==> config.mk <==
export PLATFORM = sky130hd
export DESIGN_NAME = hptt_ram
export DESIGN_NICKNAME = d
export VERILOG_FILES = /design/src/hw/rtl/hptt_ram.sv
export SDC_FILE = /design/constraint.sdc
export NUM_CORES = 1
export LEC_CHECK = 0
export BUFFER_PORTS_ARGS = -buffer_cell sky130_fd_sc_hd__buf_2
export CAP_MARGIN = 0
export CORE_MARGIN = 4
export CORE_UTILIZATION = 25
export DETAILED_ROUTE_END_ITERATION = 8
export GPL_TIMING_DRIVEN = 0
export SYNTH_ARGS = -nofsm -noshare
export SYNTH_HDL_FRONTEND = slang
export SYNTH_SLANG_ARGS = --single-unit
==> constraint.sdc <==
create_clock -name clk -period 3.78 [get_ports clk]
set_clock_uncertainty 0.2 [all_clocks]
set_input_delay 0.189 -clock clk [delete_from_list [all_inputs] [get_ports clk]]
set_output_delay 0.189 -clock clk [all_outputs]
set_load 0.1 [all_outputs]
==> src/hw/rtl/hptt_ram.sv <==
module hptt_ram #(
    parameter int WIDTH = 8,
    parameter int DEPTH = 64
) (
    input  logic                                    clk,
    input  logic                                    wen,
    input  logic [(DEPTH > 1 ? $clog2(DEPTH) : 1)-1:0] waddr,
    input  logic [WIDTH-1:0]                        wdata,
    input  logic                                    ren,
    input  logic [(DEPTH > 1 ? $clog2(DEPTH) : 1)-1:0] raddr,
    output logic [WIDTH-1:0]                        rdata
);

    logic [WIDTH-1:0] mem [DEPTH];

    // Simple dual-port memory with a registered read.
    always_ff @(posedge clk)
    begin
        if (wen)
        begin
            mem[waddr] <= wdata;
        end
        if (ren)
        begin
            rdata <= mem[raddr];
        end
    end

endmodule

* Word-level counts from Yosys, hierarchy flattened *
Memories as Yosys holds them, arrays and structs flattened. A register that Yosys moved wholly into a read port is not among the register bits.
Cells that the tools add are included.

cells by class
  muxes and demuxes = 2

operator list
  cell     number
  $mux W1  2

storage, ports and cells
  flip-flop bits (word level) = 0
  memory bits (writable) = 512
  input bits = 23
  memories kept = 1

memories
  memory  depth  width  rd ports  clocked after memory_dff  write ports  RTL line  RTL
  mem     64     8      1         1                         1            14        logic [WIDTH-1:0] mem [DEPTH];

* Depth between registers and ports, before layout *
  depth in word-level cells = 2
  mapped depth = 9

* Worst setup path before layout *
OpenSTA, ideal clock, no wires.

  kind = input-to-reg
  from = in raddr[1] (netlist name)
  to = reg rdata[3], read port of mem, data pin
  arrival time = 1.729 ns
  slack = 1.585 ns
  stages = 7
  path buffers = 3
  path through = buf_4 buf_2 buf_2 mux4_2 mux4_2 o21ai_1 o41ai_1

RTL lines
  what                RTL line  RTL
  start: declaration  10        input logic [(DEPTH > 1 ? $clog2(DEPTH) : 1)-1:0] raddr,
  end: declaration    11        output logic [WIDTH-1:0] rdata

==> qor.txt <==
Crit Path Class = in2reg
Mean Syn Cell Area = 21.54 um^2
die area = 85,610 um^2
Cells after DPL = 2,022
Crit Path Max Fanout = 10
gpl congestion = 0.8511
postcts setup bufs = 0
Primary FF master, synth = edfxtp_1
Mapped Nets = 963
unrepaired setup endpoints after global routing = no
residual DRC count = 0
clock tree buffer depth = 3
max-slew violations = 0
Initial Utilization = 0.2518
synthesized flop and latch total = 520
clock slew at reported path FFs = 0.06 ns
top post-synthesis cells by area = edfxtp_1 77%, mux4_2 14%, nor2_1 1.5%
clock tree from TritonCTS = yes
core box area = 80,420 um^2
Leak Pwr = 6.973 nW
CP startpoint kind = input pin
CTS buffer count = 52
Ports = 31
Async SR Flop Fraction = 0
vias in the first global route = 9,977
Pre-antenna DRT Iters = 5
post-synth top area share = 0.7712
post_cts resized = 0
CTS Hold Bufs = 2
HP Class = in2reg
H-Tree Level Count = 2
drt total wl = 49,310 um
HPWL Detailed = 31,740 um
most frequent cells in the layout = 520 x edfxtp_1, 126 x mux4_2, 83 x nor2_1
Vias per Instance = 4.636
initial antenna violation count = 4
total gr overflow = 0
synthesized cell area = 20,250 um^2
synthesized instance count = 940
largest net degree at the start of global routing = 65
Synth area leader = edfxtp_1
min cycle time layout = 3.043 ns
VDD IR-drop max = 0.3333 mV
Yosys Warn Count = 0
Clock Latency Late Sink = 0.59 ns
synth unique cells = 39
final hold violations = 0
routed via count = 9,818
P&R area growth vs syn = 14.71%
Post-synth EDFFs = 520
GRT Total Usage = 0.1131
Root Buffer = clkbuf_16
Tcrit/Tclk final = 0.8051
ANT cells = 0
nets = 1,041
post-synthesis sequential area ratio = 0.7712
cell area power density = 507.1 nW/um^2
Slew @ Worst Pin = 1.296 ns
# port buffers = 22
final number of setup-violating endpoints = 0
antenna viol nets, final = 0
Die Ht = 292.6 um
clock sink count = 520
Worst EP required = 3.82 ns
final cell count without fillers = 2,118
Die W = 292.6 um
status = finished, final reports clean
layout cell share with drive strength beyond 1 = 0.2448
first-pass GRT wire length = 70,790 um
setup TNS = 0 ns
Cell Rows = 104
Max Cap Viol = 0
Critical Path End Type = flip-flop
Worst EP arrival = 3.08 ns
slew margin rel. = 0.1361
most common cell after layout, fill and taps aside = edfxtp_1
starting DRC count in detailed routing = 1,211
DR WL/cell = 23.28 um
Fmax = 328.6 MHz
registers in the layout, summed over array words and instances (netlist names):
signal  count
mem       512
rdata       8
area by class of cell:
class / count / area (um^2)
clock inverter: 26 / 156.4
tap: 1060 / 1326
timing repair buffer: 24 / 130.1
multi-input combinational: 369 / 4320
sequential: 520 / 15620
clock buffer: 68 / 1361
buffer: 51 / 316.6
fill: 7858 / 57190
metal layers:
layer / up-vias / GRT usage / share of wire
met3: 81 / 0.02851 / 0.086
met1: 5220 / 0.1528 / 0.42
met4: 6 / 0.03920 / 0.028
met2: 419 / 0.1784 / 0.47
li1: 4092 / - / -
met5: - / 0 / 0.00069
Yosys cell counts (4+ instances only):
master / n
nand2b_1: 7
nand2_1: 19
nor2b_1: 14
mux2i_1: 23
nor2_1: 83
mux4_2: 126
o221ai_1: 8
nand3_1: 13
a211oi_1: 4
buf_6: 4
o22ai_1: 8
buf_1: 4
buf_2: 11
edfxtp_1: 520
nor3_1: 7
a221oi_1: 6
buf_4: 13
mux2_2: 13
clkbuf_1: 17
report_power, final:
group	total, mW	switching, mW	leakage, nW	internal [mW]
registers	6.41	0.00930	4.69	6.40
logic	0.695	0.470	1.55	0.224
clock network	4.68	2.08	0.741	2.59
total	11.8	2.56	6.97	9.22
per-stage QoR:
| step | power [mW] | worst slack [ns] | util | instance area [um^2] | hold slack (ns) |
|---|---|---|---|---|---|
| 6_report | 11.78 | 0.7369 | 0.2888 | 23230 | 0.05555 |
| 5_1_grt | 12.15 | 0.7079 | 0.2888 | 23230 | 0.1002 |
| 4_1_cts | 11.87 | 0.7929 | 0.2888 | 23220 | 0.08254 |
| 3_5_place_dp | 7.224 | 0.1683 | 0.2696 | 21680 | 0.3269 |
| 3_3_place_gp | 7.208 | 0.1800 | 0.2696 | 21680 | 0.3211 |
| 2_1_floorplan | 6.924 | 1.585 | - | 20250 | 0.08787 |
worst paths after layout:
check / cells after the start / start / endpoint / slack (ns)
worst max-delay path: 7 / raddr[2] / rdata[5] / 0.74
worst min-delay path: 3 / waddr[0] / mem[49][5] / 0.06
worst max register to register: 5 / mem[21][4] / rdata[4] / 1.26
worst min register to register: 4 / mem[7][7] / rdata[7] / 0.97
cells by family (layout without fill, tap and decap cells):
family          Yosys count  in the layout  synth area share
mux                     162            162            0.1588
simple gates            153            153           0.03374
compound gates           54             54           0.02064
buf+inv                  51            169           0.01563
flops                   520            520            0.7712
worst max-delay path, stage by stage:
cell and delay (ns):
buf_2 0.20, buf_4 0.26, clkbuf_1 0.68, buf_2 0.55, o221ai_1 0.22, o21a_1 0.18, o41ai_1 0.78
Note: power is estimated with default switching activity, not from simulation.
